[config.mk]
export PLATFORM = sky130hd
export DESIGN_NAME = zpw_div
export DESIGN_NICKNAME = d
export VERILOG_FILES = /design/src/design/zpw_pkg.sv /design/src/design/zpw_div.sv
export SDC_FILE = /design/constraint.sdc
export NUM_CORES = 1
export LEC_CHECK = 0
export BUFFER_PORTS_ARGS = -buffer_cell sky130_fd_sc_hd__clkbuf_2
export CORE_MARGIN = 4
export CORE_UTILIZATION = 45
export CTS_CLUSTER_DIAMETER = 200
export DETAILED_ROUTE_END_ITERATION = 10
export HOLD_SLACK_MARGIN = 0.06
export PLACE_DENSITY = 0.73
export RECOVER_POWER = 50
export SYNTH_ARGS = -nofsm -noshare
export SYNTH_HDL_FRONTEND = slang
export SYNTH_SLANG_ARGS = --single-unit
[constraint.sdc]
create_clock -name aclk -period 3.11 [get_ports aclk]
set_input_delay 0.4665 -clock aclk [delete_from_list [all_inputs] [get_ports aclk]]
set_output_delay 0.4665 -clock aclk [all_outputs]
set_load 0.005 [all_outputs]
[src/design/zpw_pkg.sv]
// ----------------------------------------------------------------------------
// zpw_pkg
// shared types and constants of the zone proximity weighting core
// ----------------------------------------------------------------------------
package zpw_pkg;

    localparam int NUM_ZONES_DEF = 16;

    localparam int POS_W   = 32;
    localparam int EXT_W   = 31;
    localparam int SLOT_W  = 4;
    localparam int WGT_W   = 17;
    localparam int OFS_W   = 33;
    localparam int SQ_W    = 62;
    localparam int SUM_W   = 64;
    localparam int ROOT_W  = 32;

    // input item kinds carried on tuser
    localparam logic [1:0] FUNC_REG    = 2'd0;
    localparam logic [1:0] FUNC_REMOVE = 2'd1;
    localparam logic [1:0] FUNC_TICK   = 2'd2;

    localparam logic SHAPE_SPHERE = 1'b0;
    localparam logic SHAPE_BOX    = 1'b1;

    typedef struct packed {
        logic             shape;
        logic [POS_W-1:0] cx;
        logic [POS_W-1:0] cy;
        logic [POS_W-1:0] cz;
        logic [EXT_W-1:0] ex;
        logic [EXT_W-1:0] ey;
        logic [EXT_W-1:0] ez;
    } zone_t;

endpackage

[src/design/zpw_div.sv]
// ----------------------------------------------------------------------------
// zpw_div
// restoring divider for num * 65536 / den with num <= den, one bit per cycle
// ----------------------------------------------------------------------------
module zpw_div (
    input  logic                       aclk,
    input  logic                       aresetn,
    input  logic                       start,
    input  logic [zpw_pkg::EXT_W-1:0]  num,
    input  logic [zpw_pkg::EXT_W-1:0]  den,
    output logic                       busy,
    output logic [zpw_pkg::WGT_W-1:0]  quo
);

    logic [31:0]               rem_reg;
    logic [zpw_pkg::EXT_W-1:0] den_reg;
    logic [zpw_pkg::WGT_W-1:0] quo_reg;
    logic [4:0]                cnt_reg;
    logic                      busy_reg;
    logic [31:0]               den_ext;

    assign den_ext = {1'b0, den_reg};

    always_ff @(posedge aclk) begin
        if (!aresetn) begin
            busy_reg <= 1'b0;
            cnt_reg  <= '0;
        end else if (start) begin
            busy_reg <= 1'b1;
            cnt_reg  <= '0;
        end else if (busy_reg) begin
            cnt_reg <= cnt_reg + 5'd1;
            if (cnt_reg == 5'(zpw_pkg::WGT_W - 1)) begin
                busy_reg <= 1'b0;
            end
        end
    end

    always_ff @(posedge aclk) begin
        if (start) begin
            rem_reg <= {1'b0, num};
            den_reg <= den;
            quo_reg <= '0;
        end else if (busy_reg) begin
            if (rem_reg >= den_ext) begin
                rem_reg <= (rem_reg - den_ext) << 1;
                quo_reg <= {quo_reg[zpw_pkg::WGT_W-2:0], 1'b1};
            end else begin
                rem_reg <= rem_reg << 1;
                quo_reg <= {quo_reg[zpw_pkg::WGT_W-2:0], 1'b0};
            end
        end
    end

    assign busy = busy_reg;
    assign quo  = quo_reg;

endmodule

Word-level counts from Yosys, hierarchy flattened
Index checks and enable logic that the tools add are counted.
{ "word_totals": {"in_bits": 65, "regBits": 86, "out_inout_bits": 18, "wordCells": 20} }
{ "classes": {"eq_ne": 1, "n_mux": 7, "n_lt_le_gt_ge": 1, "bitwise": 1, "n_addsub": 2, "reduce_logical": 2} }
{ "ops": {"columns": ["cell", "n"], "rows": [
  ["2-to-1 mux 31 bit", 2],
  ["greater-or-equal comparator 32 x 31 -> 1 bit", 1],
  ["2-to-1 mux 32 bit", 1],
  ["subtractor 31 bit", 1],
  ["adder 5 x 1 -> 5 bit, second input constant", 1],
  ["equality test 5 bit, second input constant", 1],
  ["2-to-1 mux 1 bit", 4],
  ["nonzero test 2 bit", 1],
  ["OR reduction 2 bit", 1],
  ["inverter 1 bit", 1]
]} }

Depth between registers and ports, before layout
Gate-level depths: netlist (run 1).
{ "logic_depth": {"ltp_word": 4, "mapped_depth": 14} }

Worst setup path before layout (run 1)
No wires, ideal clock.
{ "synth_path": {"path_type": "reg2reg", "startpoint": "register rem_reg[0]", "endpoint": "register rem_reg[28] (data pin)", "path_slack_ns": 0.346, "synth_period_minus_slack_ns": 2.764, "path_stages_with_launch": 14, "required_ns": 2.844, "n_path_buf": 2, "t_arrival_ns": 2.498, "cell_sequence": "edfxtp_1 -> inv_1 -> ha_1 -> fa_1 -> nor2b_1 -> o31a_1 -> o32ai_2 -> o221a_2 -> a32oi_1 -> nor2_2 -> buf_6 -> buf_4 -> nor4b_1 -> nor3_1"} }
{ "synth_via": {"elab_chain_len": 4} }
{ "synth_lines": {"columns": ["item", "line", "source"], "rows": [
  ["from (decl)", "zpw_div.sv:15", "logic [31:0] rem_reg;"],
  ["from (signal assigned)", "zpw_div.sv:41", "rem_reg <= {1'b0, num};"],
  ["from (signal assigned)", "zpw_div.sv:46", "rem_reg <= (rem_reg - den_ext) << 1;"],
  ["from (signal assigned)", "zpw_div.sv:49", "rem_reg <= rem_reg << 1;"],
  ["subtractor 31 bit or greater-or-equal comparator 32 x 31 -> 1 bit (tied branches)", "zpw_div.sv:46, zpw_div.sv:45", null],
  ["2-to-1 mux 32 bit *", "zpw_div.sv:45", "if (rem_reg >= den_ext) begin"],
  ["2-to-1 mux 31 bit *", "zpw_div.sv:44", "end else if (busy_reg) begin"],
  ["2-to-1 mux 31 bit *", "zpw_div.sv:40", "if (start) begin"]
]} }
Mark *: on every way between the ends. The rest lies on a longest branch, timed or not. The select of a mux whose other input is x is not followed.
A chain may end at the register's enable or synchronous reset.

Worst setup path in the final report (run 1)
{ "layout_path": {"startpoint": "register rem_reg[6]", "endpoint": "register rem_reg[28] (data pin)"} }
Same word-level chain as after synthesis.

==> impl_metrics.tcl, run 1 <==
set metrics [dict create \
    numCtsBuffers 9 \
    min_clock_period_post_route_ns 3.039 \
    power.density_mw_per_mm2 749.1 \
    synthFlopType "sky130_fd_sc_hd__edfxtp_1" \
    fp.dieW_um 116.2 \
    antenna_found_initial 0 \
    run_status "complete, but fails checks" \
    max_freq_ghz 0.3291 \
    postSynthRegisterBits 86 \
    syn_to_final_growth_pct 18.06 \
    synth_top_area_share_pct 35.31 \
    syn_inst 548 \
    yosys_warnings 0 \
    comb_power_share_pct 44.3 \
    cts_tree "built" \
    routed_vias_inst 5.608 \
    largest_register_ffs 32 \
    drt.antenna.violating_nets 0 \
    report.final.slew_viol_count 29 \
    detailedRoute.firstPassIterationCount 5 \
    failed_checks "capacitance limit, slew limit" \
    synthMostInstantiatedCell "sky130_fd_sc_hd__edfxtp_1" \
    vdd_ir_drop_max_mv 0.6297 \
    report.final.setup_viol 0 \
    critical_path.max_fanout 6 \
    share_clk_of_total_power_pct 23.1 \
    syn_area_mm2 0.005273 \
    routed-via-count 4374 \
    place_hpwl_um 8697 \
    internal-power_mw 2.940 \
    seq_area_frac_synth_pct 44.42 \
    routed_wirelength_um 12380 \
    edff_count_synth 62 \
    finalHoldViolations 0 \
    worst_pin_slew_ns 1.645 \
    worstPathRequired_ns 3.21 \
    drt_first_iter_violations 257 \
    floorplan.rows 39 \
    htreeDepth 3 \
    synth.distinct_cells 62 \
    cts.clk_slew.worst_paths_ns 0.07 \
    postLayoutSetupSlackWorst_ns 0.07110 \
    fp.coreArea_mm2 0.01147 \
    post-place-ws_ns -0.01934 \
    hold_path.class "input port to register" \
    gpl.final_weighted_congestion 0.8813 \
    syn_area_per_cell_um2 9.621 \
    crit_path_start_kind "register" \
    maxCapViolations 1 \
    setup.worst_path.class "register to register" \
    clock_path_buffers 2 \
    io-pin-count 83 \
    yosysTopAreaCell "sky130_fd_sc_hd__edfxtp_1" \
    hold-worst-slack_ns 0.2832 \
    synthTopCellsByCount "sky130_fd_sc_hd__edfxtp_1, sky130_fd_sc_hd__a21oi_1, sky130_fd_sc_hd__nor2_1, sky130_fd_sc_hd__inv_1, sky130_fd_sc_hd__ha_1" \
    power.switching_fraction_pct 36.95 \
    global_route_wire_length_before_repair_um 20180 \
    seqPwrFrac_pct 32.6 \
    post_synth_net_total 647 \
    floorplan.die_area_mm2 0.01351 \
    vias_in_the_first_global_route 4378 \
    final_nets 731 \
    initial_core_utilization_pct 45.98 \
    clk_root_buffer_cell "sky130_fd_sc_hd__clkbuf_16" \
    timing.clock.skew_ns 0.008759 \
    synth_area_leaders "sky130_fd_sc_hd__edfxtp_1, sky130_fd_sc_hd__dfxtp_1, sky130_fd_sc_hd__ha_1" \
    power_leakage_nw 2.640 \
    post-route-period-util_pct 97.71 \
    cts_num_sinks 86 \
    portBuffers 82 \
    drive_gt1_share_pct 19.94 \
    slew_headroom_pct -9.668 \
    antenna_cells 0 \
    total_switching_power_mw 1.723 \
    post-route-drc-count 0 \
    ys_async_sr_fraction_pct 0 \
    grt-ovfl-total 0 \
    avgRoutedWirePerCell_um 15.87 \
    worst_endpoint_data_arrival_time_ns 3.14 \
    rsz_0062_raised_after_global_routing "true" \
    critPathCaptureType "register" \
    grt_max_degree 89 \
    total_power_mw 4.663 \
    die_h_um 116.2 \
    groute.usage.overall_pct 18.81 \
    post-route-util_pct 54.28 \
    clock_latency_ns 0.36 \
]
-- cell type report --
| class | instances | area (um2) |
|---|---|---|
| clock inverters | 4 | 28.78 |
| clock buffers | 12 | 267.8 |
| fillers | 1011 | 5243 |
| flip-flops and latches | 86 | 2342 |
| inverters | 42 | 157.7 |
| well taps | 143 | 178.9 |
| repair buffers | 102 | 570.5 |
| multi-input cells | 391 | 2679 |
-- path summary, 6_finish.rpt --
kind / end / slack (ns) / from / cells after the start
max reg2reg: rem_reg[28]$_DFFE_PP_ / 0.07 / rem_reg[6]$_DFFE_PP_ / 10
min reg2reg: quo[16]$_SDFFE_PP0P_ / 0.51 / quo[16]$_SDFFE_PP0P_ / 2
max: rem_reg[28]$_DFFE_PP_ / 0.07 / rem_reg[6]$_DFFE_PP_ / 10
min: den_reg[25]$_DFFE_PP_ / 0.28 / den[25] / 1
-- placed cells by master, fill, tap and decap left out, types with 3 or more instances in the layout --
cell	n
sky130_fd_sc_hd__a31oi_1	9
sky130_fd_sc_hd__nand2b_1	6
sky130_fd_sc_hd__buf_4	17
sky130_fd_sc_hd__nor3_1	9
sky130_fd_sc_hd__xnor2_1	11
sky130_fd_sc_hd__xor2_1	16
sky130_fd_sc_hd__edfxtp_1	62
sky130_fd_sc_hd__o211ai_1	3
sky130_fd_sc_hd__clkbuf_1	4
sky130_fd_sc_hd__clkbuf_2	80
sky130_fd_sc_hd__o21ai_1	28
sky130_fd_sc_hd__and2_1	3
sky130_fd_sc_hd__o21ai_0	13
sky130_fd_sc_hd__ha_1	32
sky130_fd_sc_hd__nor2b_1	5
sky130_fd_sc_hd__o21bai_1	3
sky130_fd_sc_hd__nand4_1	11
sky130_fd_sc_hd__and3_1	4
sky130_fd_sc_hd__dfxtp_1	24
sky130_fd_sc_hd__mux2i_1	17
sky130_fd_sc_hd__nand3_1	5
sky130_fd_sc_hd__a21oi_1	59
sky130_fd_sc_hd__inv_1	42
sky130_fd_sc_hd__o21a_1	26
sky130_fd_sc_hd__clkbuf_16	10
sky130_fd_sc_hd__nand2_1	24
sky130_fd_sc_hd__a2111oi_0	3
sky130_fd_sc_hd__a21o_1	13
sky130_fd_sc_hd__nor2_1	45
sky130_fd_sc_hd__a211oi_1	6
-- power by group through the flow --
stage,Combinational (mW),Sequential (mW),Clock (mW)
final,2.07,1.52,1.08
after global routing,2.29,1.54,1.15
after CTS,1.97,1.52,1.10
after detailed placement,1.93,1.54,0
after global placement,1.87,1.54,0
after floorplan,1.51,1.52,0
-- through the flow --
stage               cell area [um2]  std cells  setup TNS, ns
floorplan                      5273        548              0
global placement               5861        760              0
detailed placement             5861        760       -0.01934
CTS                            6171        777              0
global route                   6225        780        -0.3414
finish                         6225        780              0
-- cells by family after synthesis --
family / after synthesis / share of synthesized area [%]
flip-flops: 86 / 44.42
buffers and inverters: 72 / 5.766
XOR/XNOR: 27 / 4.485
AND/OR/NAND/NOR: 128 / 11.96
AO/OA/AOI/OAI: 183 / 21.71
multiplexers: 18 / 3.441
adder cells (fa/ha/maj): 34 / 8.211
-- metal layers --
layer	vias up	wire length, um	global-route usage, %
met2	122	5947	31.16
met4	0	205	6.187
met1	2060	5438	23.13
met3	18	783	6.269
li1	2174	-	-
met5	-	0	0
-- critical path: stages, from the launching register on --
cell                       delay [ns]
sky130_fd_sc_hd__edfxtp_1        0.40
sky130_fd_sc_hd__ha_1            0.40
sky130_fd_sc_hd__a21oi_1         0.22
sky130_fd_sc_hd__nand2_1         0.09
sky130_fd_sc_hd__o211a_1         0.25
sky130_fd_sc_hd__or3b_1          0.47
sky130_fd_sc_hd__a21oi_2         0.22
sky130_fd_sc_hd__nor3_1          0.08
sky130_fd_sc_hd__nor3_1          0.27
sky130_fd_sc_hd__nor4b_1         0.28
sky130_fd_sc_hd__nor3_1          0.09
-- timing repair --
action                                  in CTS  in global routing
hold buffers                                 0                  0
resized for setup                            1                  7
pin swaps                                    0                  1
gates cloned                                 1                  0
setup buffers                                0                  3
endpoints found under the setup margin       2                 26
hold endpoints to repair                     0                  0
No activity file was read; power rests on OpenSTA's default activity.
==> run 2, diff against run 1 <==
--- a/config.mk
+++ b/config.mk
@@ -5,13 +5,14 @@
 export SDC_FILE = /design/constraint.sdc
 export NUM_CORES = 1
 export LEC_CHECK = 0
+export ABC_AREA = 1
 export BUFFER_PORTS_ARGS = -buffer_cell sky130_fd_sc_hd__clkbuf_2
 export CORE_MARGIN = 4
-export CORE_UTILIZATION = 45
+export CORE_UTILIZATION = 59
 export CTS_CLUSTER_DIAMETER = 200
 export DETAILED_ROUTE_END_ITERATION = 10
 export HOLD_SLACK_MARGIN = 0.06
-export PLACE_DENSITY = 0.73
+export PLACE_DENSITY = 0.88
 export RECOVER_POWER = 50
 export SYNTH_ARGS = -nofsm -noshare
 export SYNTH_HDL_FRONTEND = slang
==> impl_metrics.tcl, run 2 <==
set metrics [dict create \
    run_status "finished clean" \
    numCtsBuffers 9 \
    syn_area_mm2 0.006221 \
    report.final.setup_viol 0 \
    report.final.slew_viol_count 0 \
    clock_latency_ns 0.38 \
    io-pin-count 83 \
    final_nets 1076 \
    avgRoutedWirePerCell_um 13.34 \
    global_route_wire_length_before_repair_um 25420 \
    total_power_mw 4.327 \
    portBuffers 82 \
    power_leakage_nw 3.723 \
    cts_num_sinks 86 \
    antenna_cells 0 \
    drive_gt1_share_pct 11.61 \
    groute.usage.overall_pct 25.37 \
    synthFlopType "sky130_fd_sc_hd__edfxtp_1" \
    htreeDepth 3 \
    cts_tree "built" \
    fp.dieW_um 110.7 \
    clk_root_buffer_cell "sky130_fd_sc_hd__clkbuf_8" \
    drt_first_iter_violations 416 \
    cts.hold.buffers_added 0 \
    antenna_found_initial 0 \
    mostFrequentLayoutCell "sky130_fd_sc_hd__nand2_1" \
    floorplan.die_area_mm2 0.01225 \
    ys_async_sr_fraction_pct 0 \
    place_hpwl_um 11830 \
    crit_path_start_kind "register" \
    max_freq_ghz 0.3816 \
    routed_wirelength_um 14910 \
    cts.clk_slew.worst_paths_ns 0.10 \
    yosys_warnings 0 \
    synth_top_area_share_pct 29.93 \
    timing.clock.skew_ns 0.01882 \
    grt-ovfl-total 0 \
    worstPathRequired_ns 3.24 \
    dp_cells 1102 \
    setup.worst_path.class "register to register" \
    postCtsSetupBuffers 0 \
    layout.filler_cells 973 \
    worst_pin_slew_ns 1.477 \
    rsz_0062_raised_after_global_routing "false" \
    syn_inst 896 \
    fp.coreArea_mm2 0.01028 \
    drt.antenna.violating_nets 0 \
    post-route-period-util_pct 84.25 \
    postSynthRegisterBits 86 \
    largest_register_ffs 32 \
    synth.distinct_cells 41 \
    fin_cells 1118 \
    hold-worst-slack_ns 0.2478 \
    initial_core_utilization_pct 60.53 \
    routed-via-count 5705 \
    vdd_ir_drop_max_mv 0.4917 \
    postCtsResizedCells 0 \
    critPathCaptureType "register" \
    worst_endpoint_data_arrival_time_ns 2.75 \
    seq_area_frac_synth_pct 37.65 \
    syn_area_per_cell_um2 6.943 \
    power.density_mw_per_mm2 626.9 \
    slew_headroom_pct 1.564 \
    grt_max_degree 33 \
    fin_setup_tns_ns 0 \
    vias_in_the_first_global_route 5622 \
    detailedRoute.firstPassIterationCount 5 \
    gpl.final_weighted_congestion 0.9683 \
    most-common-layout-cells "sky130_fd_sc_hd__nand2_1, sky130_fd_sc_hd__inv_1, sky130_fd_sc_hd__clkbuf_2, sky130_fd_sc_hd__nand3_1, sky130_fd_sc_hd__edfxtp_1" \
    floorplan.rows 37 \
    post-route-drc-count 0 \
    synthTopCellsByCount "sky130_fd_sc_hd__nand2_1, sky130_fd_sc_hd__inv_1, sky130_fd_sc_hd__nand3_1, sky130_fd_sc_hd__edfxtp_1, sky130_fd_sc_hd__nor2_1" \
    hold_path.class "input port to register" \
    synthMostInstantiatedCell "sky130_fd_sc_hd__nand2_1" \
    die_h_um 110.7 \
    maxCapViolations 0 \
    post_synth_net_total 995 \
    critical_path.max_fanout 32 \
    edff_count_synth 62 \
    finalHoldViolations 0 \
    synth_area_leaders "sky130_fd_sc_hd__edfxtp_1, sky130_fd_sc_hd__nand2_1, sky130_fd_sc_hd__inv_1" \
    yosysTopAreaCell "sky130_fd_sc_hd__edfxtp_1" \
    clock_path_buffers 2 \
    syn_to_final_growth_pct 10.94 \
    routed_vias_inst 5.103 \
    min_clock_period_post_route_ns 2.620 \
]
run 2: cell count changes in the layout (fill, tap and decap cells not counted), moves of 10 or more:
cell                        delta
sky130_fd_sc_hd__nand2_1     +314
sky130_fd_sc_hd__inv_1       +145
sky130_fd_sc_hd__nand3_1      +64
sky130_fd_sc_hd__a21oi_1      -46
sky130_fd_sc_hd__o21ai_1      -27
sky130_fd_sc_hd__nand3b_1     +25
sky130_fd_sc_hd__o21a_1       -25
sky130_fd_sc_hd__mux2i_1      -17
sky130_fd_sc_hd__buf_4        -14
sky130_fd_sc_hd__o22ai_1      +14
sky130_fd_sc_hd__xor2_1       -14
sky130_fd_sc_hd__a21o_1       -12
sky130_fd_sc_hd__o21ai_0      -11
sky130_fd_sc_hd__clkbuf_16    -10
run 2: final cells by class:
class | count | area, um2 | area share (%)
inverters | 192 | 720.7 | 10.44
multi-input cells | 600 | 3047 | 44.14
well taps | 136 | 170.2 | 2.466
clock buffers | 10 | 127.6 | 1.849
repair buffers | 88 | 447.9 | 6.490
clock inverters | 6 | 46.29 | 0.6708
flip-flops and latches | 86 | 2342 | 33.94
run 2: logic make-up (layout without fill, tap and decap cells):
logic type | count (synthesis) | count (layout) | share of synthesized area [%]
XOR/XNOR | 15 | 15 | 2.112
AO/OA/AOI/OAI | 40 | 40 | 3.942
buffers and inverters | 210 | 296 | 13.37
adder cells (fa/ha/maj) | 34 | 34 | 6.959
flip-flops | 86 | 86 | 37.65
AND/OR/NAND/NOR | 511 | 511 | 35.96
run 2: final timing paths:
check                           start                    end  slack (ns)  cells after the start
min reg2reg      quo[11]$_SDFFE_PP0P_   quo[12]$_SDFFE_PP0P_        0.48                      2
min                           den[18]  den_reg[18]$_DFFE_PP_        0.25                      1
max          rem_reg[0]$_SDFFCE_PN0P_  rem_reg[11]$_DFFE_PP_        0.49                     15
max reg2reg  rem_reg[0]$_SDFFCE_PN0P_  rem_reg[11]$_DFFE_PP_        0.49                     15
run 2: per-stage QoR:
step                      worst slack, ns  cell area, um2  util (%)
final                              0.4897            6902     67.15
after CTS                          0.5206            6922     67.35
after global routing               0.3062            6902     67.15
after floorplan                    0.7584            6221         -
after detailed placement           0.5382            6748     65.66
after global placement             0.6512            6748     65.66
run 2: power breakdown:
part	internal, mW	switching, mW
clock	0.296	0.436
combinational	0.758	1.34
sequential	1.41	0.0777
total	2.47	1.86
run 2: layer usage:
layer	share of wire, %	GRT usage, %	routed length, um	up-vias
met5	0	0	0	-
met4	3.0	9.606	452	0
met3	8.1	6.332	1214	35
met2	47	43.12	6960	193
met1	42	31.05	6284	2548
li1	-	-	-	2929
run 2: critical path: stages, from the launching register on:
cell                       delay [ns]
sky130_fd_sc_hd__edfxtp_1        0.34
sky130_fd_sc_hd__inv_1           0.05
sky130_fd_sc_hd__ha_1            0.22
sky130_fd_sc_hd__fa_1            0.41
sky130_fd_sc_hd__inv_1           0.12
sky130_fd_sc_hd__nand2_1         0.06
sky130_fd_sc_hd__nand2_1         0.06
sky130_fd_sc_hd__nand3_1         0.08
sky130_fd_sc_hd__nand2_2         0.12
sky130_fd_sc_hd__nand2_2         0.07
sky130_fd_sc_hd__nand3_2         0.08
sky130_fd_sc_hd__nand2_4         0.14
sky130_fd_sc_hd__nand2_4         0.34
sky130_fd_sc_hd__nand2_1         0.15
sky130_fd_sc_hd__nand3_1         0.10
sky130_fd_sc_hd__nand2_1         0.04
==> run 3, diff against run 2 <==
--- a/config.mk
+++ b/config.mk
@@ -5,14 +5,14 @@
 export SDC_FILE = /design/constraint.sdc
 export NUM_CORES = 1
 export LEC_CHECK = 0
-export ABC_AREA = 1
+export ABC_AREA = 0
 export BUFFER_PORTS_ARGS = -buffer_cell sky130_fd_sc_hd__clkbuf_2
 export CORE_MARGIN = 4
-export CORE_UTILIZATION = 59
+export CORE_UTILIZATION = 57
 export CTS_CLUSTER_DIAMETER = 200
 export DETAILED_ROUTE_END_ITERATION = 10
 export HOLD_SLACK_MARGIN = 0.06
-export PLACE_DENSITY = 0.88
+export PLACE_DENSITY = 0.87
 export RECOVER_POWER = 50
 export SYNTH_ARGS = -nofsm -noshare
 export SYNTH_HDL_FRONTEND = slang
==> constraint.sdc (replaced) <==
create_clock -name aclk -period 2.68 [get_ports aclk]
set_input_delay 0.402 -clock aclk [delete_from_list [all_inputs] [get_ports aclk]]
set_output_delay 0.402 -clock aclk [all_outputs]
set_load 0.005 [all_outputs]
==> impl_metrics.tcl, run 3 (synthesis gave the netlist of run 1 again) <==
set metrics [dict create \
    worst_pin_slew_ns 1.731 \
    report.final.slew_viol_count 29 \
    grt-ovfl-total 0 \
    routed_wirelength_um 14790 \
    rsz_0062_raised_after_global_routing "true" \
    crit_path_cell_trace "ha_4 -> fa_2 -> nor2b_4 -> o31a_1 -> o32ai_4 -> o221a_4 -> a32oi_4 -> nor2_4 -> buf_6 -> buf_8 -> a21oi_1 -> o21ai_1 -> o21a_1" \
    io-pin-count 83 \
    comb_power_share_pct 54.1 \
    die_h_um 104.2 \
    grt_max_degree 70 \
    run_status "complete, but fails checks" \
    antenna_found_initial 0 \
    total_switching_power_mw 2.420 \
    floorplan.die_area_mm2 0.01085 \
    worst_path_max_delay_cell "sky130_fd_sc_hd__edfxtp_1" \
    hold_path.class "input port to register" \
    finalHoldViolations 0 \
    fp.coreArea_mm2 0.008848 \
    cts_tree "built" \
    routed-via-count 4909 \
    clock_latency_ns 0.38 \
    max_freq_ghz 0.3294 \
    groute.usage.overall_pct 26.37 \
    failed_checks "capacitance limit, slew limit, setup timing" \
    power.density_mw_per_mm2 915.9 \
    largest_register_ffs 32 \
    place_hpwl_um 9373 \
    r2r.worst_path.cells 13 \
    setup.worst_path.class "register to register" \
    cts_num_sinks 86 \
    portBuffers 82 \
    floorplan.rows 34 \
    numCtsBuffers 9 \
    slew_headroom_pct -15.42 \
    gpl.final_weighted_congestion 0.9623 \
    worst_r2r_startpoint "den_reg[0]$_DFFE_PP_" \
    report.final.setup_viol 32 \
    timing.clock.skew_ns 0.01500 \
    avgRoutedWirePerCell_um 18.62 \
    htreeDepth 3 \
    power.switching_fraction_pct 38.89 \
    min_clock_period_post_route_ns 3.036 \
    most-common-layout-cells "sky130_fd_sc_hd__clkbuf_2, sky130_fd_sc_hd__edfxtp_1, sky130_fd_sc_hd__buf_4, sky130_fd_sc_hd__a21oi_1, sky130_fd_sc_hd__nor2_1" \
    mostFrequentLayoutCell "sky130_fd_sc_hd__clkbuf_2" \
    min_to "den_reg[5]$_DFFE_PP_" \
    global_route_wire_length_before_repair_um 23470 \
    worst_hold_startpoint "den[5]" \
    power_leakage_nw 2.928 \
    clk_root_buffer_cell "sky130_fd_sc_hd__clkbuf_8" \
    vias_in_the_first_global_route 4931 \
    critPathCaptureType "register" \
    post-route-drc-count 0 \
    crit_path_max_incr_delay_ns 0.43 \
    fin_area_mm2 0.006795 \
    routed_vias_inst 6.183 \
    drt_first_iter_violations 386 \
    drive_gt1_share_pct 29.88 \
    critical_path.max_fanout 10 \
    share_clk_of_total_power_pct 17.2 \
    postLayoutSetupSlackWorst_ns -0.3558 \
    worstHoldPathCells 1 \
    detailedRoute.firstPassIterationCount 5 \
    post-route-period-util_pct 113.3 \
    rrSetupSlack_ns -0.36 \
    cts.clk_slew.worst_paths_ns 0.10 \
    crit_path_start_kind "register" \
    post-place-ws_ns -0.2799 \
    seqPwrFrac_pct 28.7 \
    final_nets 780 \
    fp.dieW_um 104.2 \
    antenna_cells 0 \
    worstPathRequired_ns 2.81 \
    r2r_end "rem_reg[11]$_DFFE_PP_" \
    internal-power_mw 3.804 \
    worst_endpoint_data_arrival_time_ns 3.17 \
    initial_core_utilization_pct 59.59 \
    clock_path_buffers 2 \
    drt.antenna.violating_nets 0 \
    maxCapViolations 1 \
    syn_to_final_growth_pct 28.88 \
    vdd_ir_drop_max_mv 0.4431 \
    placed_area_mm2 0.006146 \
    hold-worst-slack_ns 0.1904 \
]
run 3: final cells by class:
class / count / area, um2
fillers: 591 / 2053
clock inverters: 4 / 35.03
repair buffers: 151 / 1052
well taps: 108 / 135.1
clock buffers: 12 / 198.9
inverters: 42 / 157.7
multi-input cells: 391 / 2874
flip-flops and latches: 86 / 2342
run 3: metrics by stage:
step / power [mW] / setup TNS (ns) / std cells / util (%)
3_5_place_dp: 4.372 / -7.353 / 764 / 69.46
2_1_floorplan: 3.532 / -0.009625 / 548 / -
4_1_cts: 5.784 / -7.193 / 790 / 74.75
3_3_place_gp: 4.256 / -3.959 / 764 / 69.46
5_1_grt: 6.545 / -12.69 / 794 / 76.80
6_report: 6.224 / -9.645 / 794 / 76.80
run 3: repair_timing:
item | 4_1_cts | 5_1_grt
buffers inserted | 8 | 2
pin swaps | 14 | 20
hold buffers | 0 | 0
gates cloned | 2 | 2
endpoints found under the setup margin | 32 | 32
gates resized for setup | 26 | 25
run 3: power groups by stage:
stage	registers [mW]	clock network, mW	logic, mW
2_1_floorplan	1.76	0	1.77
3_3_place_gp	1.79	0	2.47
3_5_place_dp	1.80	0	2.57
4_1_cts	1.77	1.07	2.94
5_1_grt	1.80	1.14	3.61
6_report	1.78	1.07	3.37
run 3: worst max path at each step:
stage	startpoint	to	slack [ns]
after detailed placement	rem_reg[0]$_SDFFCE_PN0P_	rem_reg[3]$_DFFE_PP_	-0.28
after floorplan	rem_reg[0]$_SDFFCE_PN0P_	rem_reg[13]$_DFFE_PP_	-0.002
after CTS	den_reg[0]$_DFFE_PP_	rem_reg[10]$_DFFE_PP_	-0.26
final	den_reg[0]$_DFFE_PP_	rem_reg[11]$_DFFE_PP_	-0.36
after global placement	rem_reg[0]$_SDFFCE_PN0P_	rem_reg[4]$_DFFE_PP_	-0.16
after global routing	den_reg[0]$_DFFE_PP_	rem_reg[30]$_DFFE_PP_	-0.44
run 3: per-layer routing:
metal | part of all wire, % | GRT usage [%] | wire length, um | vias up
met3 | 8.0 | 5.462 | 1181 | 61
li1 | - | - | - | 2267
met4 | 3.5 | 11.78 | 514 | 0
met2 | 50 | 44.71 | 7357 | 291
met1 | 39 | 32.42 | 5731 | 2290
met5 | 0 | 0 | 0 | -
run 3: critical path, delay by kind of cell, from the launching register on:
kind,cells,cell delay (ns)
AO/OA/AOI/OAI,7,1.28
adder cells (fa/ha/maj),2,0.56
buffers and inverters,2,0.30
flip-flops,1,0.43
AND/OR/NAND/NOR,2,0.22
